--- src/rtl/ps2md_pkg.sv ---
// ----------------------------------------------------------------------------
// ps2md_pkg
// Types and constants shared by the PS/2 mouse packet decoder.
// ----------------------------------------------------------------------------
`default_nettype none

package ps2md_pkg;

	localparam int unsigned BYTE_W     = 8;
	localparam int unsigned MOVE_X_W   = 9;
	localparam int unsigned MOVE_Y_W   = 10;
	localparam int unsigned POS_W      = 32;
	localparam int unsigned QUEUE_DEPTH_DEF = 2;

	// header flag positions
	localparam int unsigned HDR_SYNC  = 3;
	localparam int unsigned HDR_X_SGN = 4;
	localparam int unsigned HDR_Y_SGN = 5;
	localparam int unsigned HDR_X_OVF = 6;
	localparam int unsigned HDR_Y_OVF = 7;

	localparam logic [BYTE_W-1:0] OVF_MAG = 8'd128;

	typedef enum logic [1:0] {
		PH_HEADER = 2'd0,
		PH_X      = 2'd1,
		PH_Y      = 2'd2
	} phase_t;

	// one complete packet, as handed from front to back
	typedef struct packed {
		logic [BYTE_W-1:0] hdr;
		logic [BYTE_W-1:0] x;
		logic [BYTE_W-1:0] y;
	} pkt_t;

	// queue handshake seen from either side
	typedef struct packed {
		logic valid;
		pkt_t pkt;
	} pkt_req_t;

endpackage

`default_nettype wire

--- src/rtl/ps2md_if.sv ---
// ----------------------------------------------------------------------------
// ps2md_if
// Valid/ready channels: received byte in, decoded movement word out.
// ----------------------------------------------------------------------------
`default_nettype none

interface ps2md_byte_if;
	logic       valid;
	logic       ready;
	logic [7:0] rx_byte;

	modport source (output valid, output rx_byte, input ready);
	modport sink   (input valid, input rx_byte, output ready);
endinterface

interface ps2md_move_if;
	logic               valid;
	logic               ready;
	logic signed [8:0]  move_x;
	logic signed [9:0]  move_y_screen;
	logic signed [31:0] pos_x;
	logic signed [31:0] pos_y;

	modport source (output valid, output move_x, output move_y_screen,
		output pos_x, output pos_y, input ready);
	modport sink   (input valid, input move_x, input move_y_screen,
		input pos_x, input pos_y, output ready);
endinterface

`default_nettype wire

--- src/rtl/ps2_mouse_packet_decoder.sv ---
// ----------------------------------------------------------------------------
// ps2_mouse_packet_decoder
// Three-byte PS/2 mouse packet decoder with wrapping X/Y position tracking.
// ----------------------------------------------------------------------------
// Usage
//   rx     : one byte from the mouse auxiliary port per word (valid/ready).
//   report : one word per complete packet - move_x, move_y_screen (Y negated
//            for screen direction) and the 32-bit wrapping positions.
//   While hunting for a header, bytes with bit 3 clear are dropped silently.
// Throughput: one byte per cycle, sustained, with the receiver taking words.
// Path: the third byte of a packet is written into the packet queue, and its
//   report word is then loaded into the output register when it is popped.
// Stall: a stalled receiver holds the output register; the two-entry packet
//   queue fills, then rx.ready drops, but only while the third byte of a
//   packet is pending - header and X bytes are still taken.
// Reset (arst_n low): phase back to header hunt, positions cleared to zero,
//   queue emptied, no word pending. No clearing pass is needed.
// ----------------------------------------------------------------------------
`default_nettype none

module ps2_mouse_packet_decoder #(
	parameter int unsigned QUEUE_DEPTH = ps2md_pkg::QUEUE_DEPTH_DEF
) (
	input  wire           clk,
	input  wire           arst_n,
	ps2md_byte_if.sink    rx,
	ps2md_move_if.source  report
);
	import ps2md_pkg::*;

	pkt_req_t push;     // front -> queue
	pkt_req_t head;     // queue -> back
	logic     q_full;
	logic     pop;

	// framing: header sync and packet assembly
	ps2md_front u_front (
		.clk      (clk),
		.arst_n   (arst_n),
		.in_valid (rx.valid),
		.in_byte  (rx.rx_byte),
		.in_ready (rx.ready),
		.push     (push),
		.q_full   (q_full)
	);

	// decouples framing from the output stall
	ps2md_queue #(
		.DEPTH (QUEUE_DEPTH)
	) u_queue (
		.clk    (clk),
		.arst_n (arst_n),
		.push   (push),
		.full   (q_full),
		.head   (head),
		.pop    (pop)
	);

	// movement arithmetic and accumulators
	ps2md_back u_back (
		.clk    (clk),
		.arst_n (arst_n),
		.head   (head),
		.pop    (pop),
		.mv     (report)
	);

endmodule

`default_nettype wire

--- src/rtl/ps2md_front.sv ---
// ----------------------------------------------------------------------------
// ps2md_front
// Byte framing: header sync, packet assembly, push into the packet queue.
// ----------------------------------------------------------------------------
`default_nettype none

module ps2md_front (
	input  wire                 clk,
	input  wire                 arst_n,
	input  wire                 in_valid,
	input  wire [7:0]           in_byte,
	output logic                in_ready,
	output ps2md_pkg::pkt_req_t push,
	input  wire                 q_full
);
	import ps2md_pkg::*;

	phase_t            phase_q;
	logic [BYTE_W-1:0] hdr_q;
	logic [BYTE_W-1:0] x_q;
	logic              take;

	// only the third byte needs room in the queue
	assign in_ready = (phase_q != PH_Y) || !q_full;
	assign take     = in_valid && in_ready;

	assign push.valid   = take && (phase_q == PH_Y);
	assign push.pkt.hdr = hdr_q;
	assign push.pkt.x   = x_q;
	assign push.pkt.y   = in_byte;

	always_ff @(posedge clk or negedge arst_n) begin
		if (!arst_n) begin
			phase_q <= PH_HEADER;
			hdr_q   <= '0;
			x_q     <= '0;
		end else if (take) begin
			unique case (phase_q)
				PH_HEADER: begin
					if (in_byte[HDR_SYNC]) begin
						hdr_q   <= in_byte;
						phase_q <= PH_X;
					end
				end
				PH_X: begin
					x_q     <= in_byte;
					phase_q <= PH_Y;
				end
				default: phase_q <= PH_HEADER;
			endcase
		end
	end

endmodule

`default_nettype wire

--- src/rtl/ps2md_queue.sv ---
// ----------------------------------------------------------------------------
// ps2md_queue
// Short packet FIFO between framing and movement arithmetic.
// ----------------------------------------------------------------------------
`default_nettype none

module ps2md_queue #(
	parameter int unsigned DEPTH = ps2md_pkg::QUEUE_DEPTH_DEF
) (
	input  wire                 clk,
	input  wire                 arst_n,
	input  ps2md_pkg::pkt_req_t push,
	output logic                full,
	output ps2md_pkg::pkt_req_t head,
	input  wire                 pop
);
	import ps2md_pkg::*;

	localparam int unsigned PTR_W = (DEPTH > 1) ? $clog2(DEPTH) : 1;
	localparam int unsigned CNT_W = $clog2(DEPTH + 1);
	localparam logic [PTR_W-1:0] LAST = PTR_W'(DEPTH - 1);
	localparam logic [CNT_W-1:0] FULL_CNT = CNT_W'(DEPTH);

	pkt_t             mem_q [DEPTH];
	logic [PTR_W-1:0] wr_q;
	logic [PTR_W-1:0] rd_q;
	logic [CNT_W-1:0] cnt_q;
	logic             do_push;
	logic             do_pop;

	assign full     = (cnt_q == FULL_CNT);
	assign head.valid = (cnt_q != '0);
	assign head.pkt   = mem_q[rd_q];
	assign do_push  = push.valid && !full;
	assign do_pop   = pop && head.valid;

	always_ff @(posedge clk) begin
		if (do_push) begin
			mem_q[wr_q] <= push.pkt;
		end
	end

	always_ff @(posedge clk or negedge arst_n) begin
		if (!arst_n) begin
			wr_q  <= '0;
			rd_q  <= '0;
			cnt_q <= '0;
		end else begin
			if (do_push) begin
				wr_q <= (wr_q == LAST) ? '0 : wr_q + 1'b1;
			end
			if (do_pop) begin
				rd_q <= (rd_q == LAST) ? '0 : rd_q + 1'b1;
			end
			if (do_push && !do_pop) begin
				cnt_q <= cnt_q + 1'b1;
			end else if (do_pop && !do_push) begin
				cnt_q <= cnt_q - 1'b1;
			end
		end
	end

endmodule

`default_nettype wire

--- src/rtl/ps2md_back.sv ---
// ----------------------------------------------------------------------------
// ps2md_back
// Movement decode, position accumulation and the output word register.
// ----------------------------------------------------------------------------
`default_nettype none

module ps2md_back (
	input  wire                 clk,
	input  wire                 arst_n,
	input  ps2md_pkg::pkt_req_t head,
	output logic                pop,
	ps2md_move_if.source        mv
);
	import ps2md_pkg::*;

	logic                       out_valid_q;
	logic signed [MOVE_X_W-1:0] move_x_q;
	logic signed [MOVE_Y_W-1:0] move_y_q;
	logic signed [POS_W-1:0]    pos_x_q;
	logic signed [POS_W-1:0]    pos_y_q;

	logic [BYTE_W-1:0]          mag_x;
	logic [BYTE_W-1:0]          mag_y;
	logic signed [MOVE_X_W-1:0] dx;
	logic signed [MOVE_X_W-1:0] dy;

	// overflow forces 128 first; sign then takes 256 off, i.e. sign bit on top
	always_comb begin
		mag_x = head.pkt.hdr[HDR_X_OVF] ? OVF_MAG : head.pkt.x;
		mag_y = head.pkt.hdr[HDR_Y_OVF] ? OVF_MAG : head.pkt.y;
		dx    = {head.pkt.hdr[HDR_X_SGN], mag_x};
		dy    = {head.pkt.hdr[HDR_Y_SGN], mag_y};
	end

	assign pop = head.valid && (!out_valid_q || mv.ready);

	always_ff @(posedge clk or negedge arst_n) begin
		if (!arst_n) begin
			out_valid_q <= 1'b0;
			pos_x_q     <= '0;
			pos_y_q     <= '0;
		end else begin
			if (pop) begin
				out_valid_q <= 1'b1;
				pos_x_q     <= pos_x_q + POS_W'(dx);
				pos_y_q     <= pos_y_q - POS_W'(dy);
			end else if (mv.ready) begin
				out_valid_q <= 1'b0;
			end
		end
	end

	always_ff @(posedge clk) begin
		if (pop) begin
			move_x_q <= dx;
			move_y_q <= -MOVE_Y_W'(dy);
		end
	end

	assign mv.valid         = out_valid_q;
	assign mv.move_x        = move_x_q;
	assign mv.move_y_screen = move_y_q;
	assign mv.pos_x         = pos_x_q;
	assign mv.pos_y         = pos_y_q;

endmodule

`default_nettype wire

--- src/flat_wrapper.sv ---
// flat-port wrapper written by rule: the top's interface ports become plain ports
module ps2_mouse_packet_decoder_flat import ps2md_pkg::*;
#(
	parameter int unsigned QUEUE_DEPTH = ps2md_pkg::QUEUE_DEPTH_DEF
)
  (clk, arst_n, rx_valid, rx_rx_byte, rx_ready, report_valid, report_move_x, report_move_y_screen, report_pos_x, report_pos_y, report_ready);
  ps2md_byte_if rx_i ();
  ps2md_move_if report_i ();
  input  wire clk;
  input  wire arst_n;
  input wire logic [$bits(rx_i.valid)-1:0] rx_valid;
  input wire logic [$bits(rx_i.rx_byte)-1:0] rx_rx_byte;
  output wire logic [$bits(rx_i.ready)-1:0] rx_ready;
  output wire logic [$bits(report_i.valid)-1:0] report_valid;
  output wire logic [$bits(report_i.move_x)-1:0] report_move_x;
  output wire logic [$bits(report_i.move_y_screen)-1:0] report_move_y_screen;
  output wire logic [$bits(report_i.pos_x)-1:0] report_pos_x;
  output wire logic [$bits(report_i.pos_y)-1:0] report_pos_y;
  input wire logic [$bits(report_i.ready)-1:0] report_ready;
  assign rx_i.valid = rx_valid;
  assign rx_i.rx_byte = rx_rx_byte;
  assign rx_ready = rx_i.ready;
  assign report_valid = report_i.valid;
  assign report_move_x = report_i.move_x;
  assign report_move_y_screen = report_i.move_y_screen;
  assign report_pos_x = report_i.pos_x;
  assign report_pos_y = report_i.pos_y;
  assign report_i.ready = report_ready;
  ps2_mouse_packet_decoder #(.QUEUE_DEPTH(QUEUE_DEPTH)) u_core (.clk(clk), .arst_n(arst_n), .rx(rx_i), .report(report_i));
endmodule
--- config.mk ---
export PLATFORM = sky130hd
export DESIGN_NAME = ps2_mouse_packet_decoder_flat
export DESIGN_NICKNAME = d
export VERILOG_FILES = /design/src/rtl/ps2md_pkg.sv /design/src/rtl/ps2md_if.sv /design/src/rtl/ps2_mouse_packet_decoder.sv /design/src/rtl/ps2md_front.sv /design/src/rtl/ps2md_queue.sv /design/src/rtl/ps2md_back.sv /design/src/flat_wrapper.sv
export SDC_FILE = /design/constraint.sdc
export NUM_CORES = 1
export LEC_CHECK = 0
export BUFFER_PORTS_ARGS = -buffer_cell sky130_fd_sc_hd__clkbuf_2
export CORE_MARGIN = 1.5
export CORE_UTILIZATION = 60
export CTS_CLUSTER_SIZE = 28
export DETAILED_ROUTE_END_ITERATION = 7
export PLACE_DENSITY = 0.87
export SYNTH_ARGS = -nofsm -noshare
export SYNTH_HDL_FRONTEND = slang
export SYNTH_HIERARCHICAL = 1
export SYNTH_SLANG_ARGS = --single-unit
--- constraint.sdc ---
create_clock -name clk -period 8.7 [get_ports clk]
set_input_delay 0 -clock clk [delete_from_list [all_inputs] [get_ports clk]]
set_output_delay 0 -clock clk [all_outputs]
set_load 0.05 [all_outputs]
### After elaboration in Yosys (flattened, before gate mapping)

Memory sizes are Yosys's and may differ from the RTL's.
Cells that the tools add are included.

| storage, ports and cells | value |
|---|---|
| register bits after elaboration | 106 |
| memory bits (writable) | 48 |
| input bits | 12 |
| output and inout port bits | 85 |
| memories kept | 1 |

Memories:

| name | words | bits a word | rd ports | clocked after Yosys merged registers in | wr ports | line | text |
|---|---|---|---|---|---|---|---|
| u_core.u_queue.mem_q | 2 | 24 | 1 | 0 | 1 | ps2md_queue.sv:24 | `pkt_t mem_q [DEPTH];` |

| cells by class | value |
|---|---|
| add/sub/neg operators | 7 |
| equal/unequal tests | 5 |
| multiplexer cells | 12 |
| reductions and logical operators | 20 |

Operators by type and width:

| operator | number |
|---|---|
| 32-bit by 9-bit adder with 32-bit output | 1 |
| 32-bit by 9-bit subtractor with 32-bit output | 1 |
| 8-bit two-way mux | 2 |
| 9-bit negator with 10-bit output | 1 |
| 1-bit logical AND | 7 |
| 1-bit two-way mux | 6 |
| 2-bit two-way mux | 3 |
| 2-bit nonzero test | 3 |
| 2-bit == test (second input constant) | 2 |
| 1-bit logical NOT | 4 |
| 2-bit != test (second input constant) | 2 |
| 2-bit case mux with 2 select lines | 1 |
| 2-bit AND reduction | 2 |
| 3-bit AND reduction | 1 |
| 1-bit adder (second input constant) | 2 |
| 2-bit by 1-bit adder with 2-bit output (second input constant) | 1 |
| 2-bit by 1-bit == test with 1-bit output (second input constant) | 1 |
| 2-bit logical NOT | 1 |
| 1-bit logical OR | 2 |
| 2-bit by 1-bit subtractor with 2-bit output (second input constant) | 1 |

### Depth between registers and ports, before layout

| logic depth | value |
|---|---|
| word-level depth | 10 |
| depth in mapped cells | 16 |

### Hierarchy

Netlist, hierarchy kept.

Modules (own cells, without submodules):

| module | times used | cells each | area an instance (µm²) | seq. area each (µm²) |
|---|---|---|---|---|
| ps2md_back | 1 | 726 | 6,409.9 | 2,197.1 |
| ps2md_queue | 1 | 94 | 2,034.5 | 1,541.5 |
| ps2md_front | 1 | 51 | 759.5 | 450.4 |

### Worst setup path after synthesis

Ideal clock, no wire load.

| path | value |
|---|---|
| kind | reg2reg |
| from | register u_core.u_queue.rd_q |
| to | register u_core.u_back.pos_y_q[30] (netlist: u_core/u_back/mv.pos_y[30]) |
| library setup time | 0.125 ns |
| arrival time | 3.723 ns |
| setup slack | 4.852 ns |
| cell stages (with the launch flop) | 16 |
| path buffers | 3 |
| cell sequence | dfrtp_1 buf_6 buf_12 mux2_4 clkbuf_1 inv_1 ha_1 a21o_1 a2111oi_4 o21ai_0 a32oi_1 a21oi_2 o311ai_1 nand2b_1 xor2_1 mux2_4 |

RTL lines:

| what | line | text |
|---|---|---|
| from (decl) | ps2md_queue.sv:26 | `logic [PTR_W-1:0] rd_q;` |
| from (signal assigned) | ps2md_queue.sv:53 | `rd_q <= (rd_q == LAST) ? '0 : rd_q + 1'b1;` |
| to (signal assigned) | ps2md_back.sv:46 | `pos_y_q <= pos_y_q - POS_W'(dy);` |
| to (decl) | ps2md_back.sv:20 | `logic signed [POS_W-1:0] pos_y_q;` |

==> results.toml <==
[status]
status = "finished clean"

[synth]
post_synth.cell_area_avg_um2 = 10.3
ys_warn_count = 6
synthCells = 851
synth_nets = 929
synth.cell_area_um2 = 8760

[timing]
finClkSkew_ps = 6.30
max_freq_mhz = 238
tightest_slew_ps = 1100
finalCritPeriodShare = 0.484
slew_violations = 0
hold_slack_ps = 302
fin_tns_setup_ps = 0
slew_headroom = 0.265
layout_min_cycle_time_ps = 4210
setup_viol = 0
rsz0062_at_grt = "false"
report.final.hold_viol_count = 0

[grt]
overflow = 0
grt_max_degree = 91
grt_pass1_wl_um = 30800
grt.total_usage = 0.262
grt_antenna_before_repair = 0
grt_pass1_vias = 6297

[final_layout]
drive_gt1_frac = 0.191
fill_cells = 1019
regArea_um2 = 3850
multi_input_area_um2 = 4610
diodes = 0
area_growth_pct = 14.4
final_nets = 1027

[clocking]
cts_max_level = 4
tritoncts = "yes"
cts-hold-fix-buffers = 11
root_buffer = "clkbuf_16"
clk_latency_ps = 430
cts_buffer_depth = 2
clock-sinks = 142
cts_buffers = 17
cts_resized = 0
postCtsSetupBuffers = 0
clk_pin_slew_ps = 60

[drt]
viasPerCell = 5.98
drc_errors = 0
drtIter0Drc = 510
routed_wl_um = 19000
dr.pass1.iters = 5
routed-via-count = 6829
ant_nets = 0
wl_per_cell_um = 16.6

[floorplan]
die-area_um2 = 15300
die_x_um = 124
initial_core_util = 0.624
ios = 97
fp.dieH_um = 124
row_count = 43
core_um2 = 14000

[worst_setup_path]
slowest_stage = "inv_1"
crit_family = "compound AO/OA/AOI/OAI gates"
crit_fanout = 23
end_kind = "register"
path_cells = "mux2_4 -> inv_1 -> ha_1 -> a21o_1 -> a2111oi_4 -> o21ai_0 -> a32oi_1 -> a21oi_2 -> o311ai_1 -> nand2b_1 -> xor2_1 -> mux2_4"
slowest_delay_ps = 630
worstSetupPathType = "reg -> reg"
reg2reg_slack_ps = 4490
crit_arrival_ps = 4520
required_ps = 9010
path_common_cell = "mux2_4"
path_buf_inv = 1
critPathLaunchType = "register"

[worst_hold_path]
hp-class = "in -> async"

[job]
maxCapViolations = 0

[placed_design]
gp_congestion = 0.877
port_buffers = 96
dp_hpwl_um = 13500
==> layout make-up <==
type                    count  share of cell area
clock inverters            11              0.0157
clock buffers              21              0.0449
flip-flops and latches    142               0.384
well taps                 180              0.0225
repair buffers            111              0.0621
multi-input cells         648               0.460
inverters                  29              0.0109
==> registers in the layout, summed over array words and instances (netlist names) <==
register and count:
u_core/u_front/phase_q 2, u_core/u_queue/cnt_q 2, u_core/u_front/hdr_q 4, u_core/u_queue/mem_q 40, u_core/u_queue/wr_q 1, u_core/u_back/mv.pos_y 32
u_core/u_back/mv.valid 1, u_core/u_queue/rd_q 1, u_core/u_back/mv.move_y_screen 10, u_core/u_back/mv.pos_x 32, u_core/u_front/x_q 8, u_core/u_back/mv.move_x 9
==> per-stage QoR <==
stage / setup slack, ps / utilization / cells / area, um2
after CTS: 4550 / 0.714 / 1142 / 10000
after global routing: 4330 / 0.714 / 1142 / 10000
after floorplan: 4860 / - / 851 / 8760
after global placement: 4690 / 0.663 / 1099 / 9310
after detailed placement: 4580 / 0.663 / 1099 / 9310
final: 4490 / 0.714 / 1142 / 10000
==> final timing paths <==
| kind | from | endpoint | cells past startpoint |
|---|---|---|---|
| max in group asynchronous | arst_n | u_core/u_front/x_q[3]$_DFFE_PN0P_ | 2 |
| worst max register to register | u_core/u_queue/rd_q$_DFFE_PN0P_ | u_core/u_back/mv.pos_y[30]$_DFFE_PN0P_ | 12 |
| min in group clk | rx_rx_byte[0] | u_core/u_queue/mem_q[0][0]$_DFFE_PP_ | 2 |
| worst max-delay path | u_core/u_queue/rd_q$_DFFE_PN0P_ | u_core/u_back/mv.pos_y[30]$_DFFE_PN0P_ | 12 |
| worst min register to register | u_core/u_front/x_q[2]$_DFFE_PN0P_ | u_core/u_queue/mem_q[0][10]$_DFFE_PP_ | 0 |
| worst min-delay path | arst_n | u_core/u_back/mv.pos_x[7]$_DFFE_PN0P_ | 2 |
==> layer usage <==
layer,vias up,GRT usage,share of wire,routed length (um)
met5,-,0,0,0
met4,0,0.0920,0.016,305
met3,26,0.0563,0.060,1140
met2,238,0.416,0.47,8830
met1,3241,0.356,0.46,8690
li1,3324,-,-,-
==> worst reg2reg max path, stage by stage, from the launching register on <==
cell and delay, ps:
dfrtp_1 580, mux2_4 380, inv_1 630, ha_1 420, a21o_1 250, a2111oi_4 360
o21ai_0 200, a32oi_1 320, a21oi_2 130, o311ai_1 310, nand2b_1 100, xor2_1 150
mux2_4 250
==> placed cells by master, fill, tap and decap left out, drive strengths merged, types with 3 or more instances in the layout <==
cell type    instances
a2111oi              4
a211oi               7
a21o                23
a21oi               50
a31o                 3
a31oi                6
and2                 6
and3                 8
buf                  5
bufinv               3
clkbuf             116
dfrtp               83
dlygate4sd3         11
edfxtp              59
ha                  64
inv                 33
mux2                34
nand2              107
nand2b              16
nand3               14
nand3b               6
nand4                5
nor2                36
nor2b               14
nor3                11
nor3b                6
nor4b                4
o2111ai              4
o211ai              13
o21a                 7
o21ai               78
o21bai               7
o311ai               4
o31a                 4
o31ai               10
or2                  4
or3                  7
xnor2               30
xor2                26
Power is left out: the tool's default activity adds up to more than one toggle a clock period on the data nets, which glitch-free logic cannot reach.
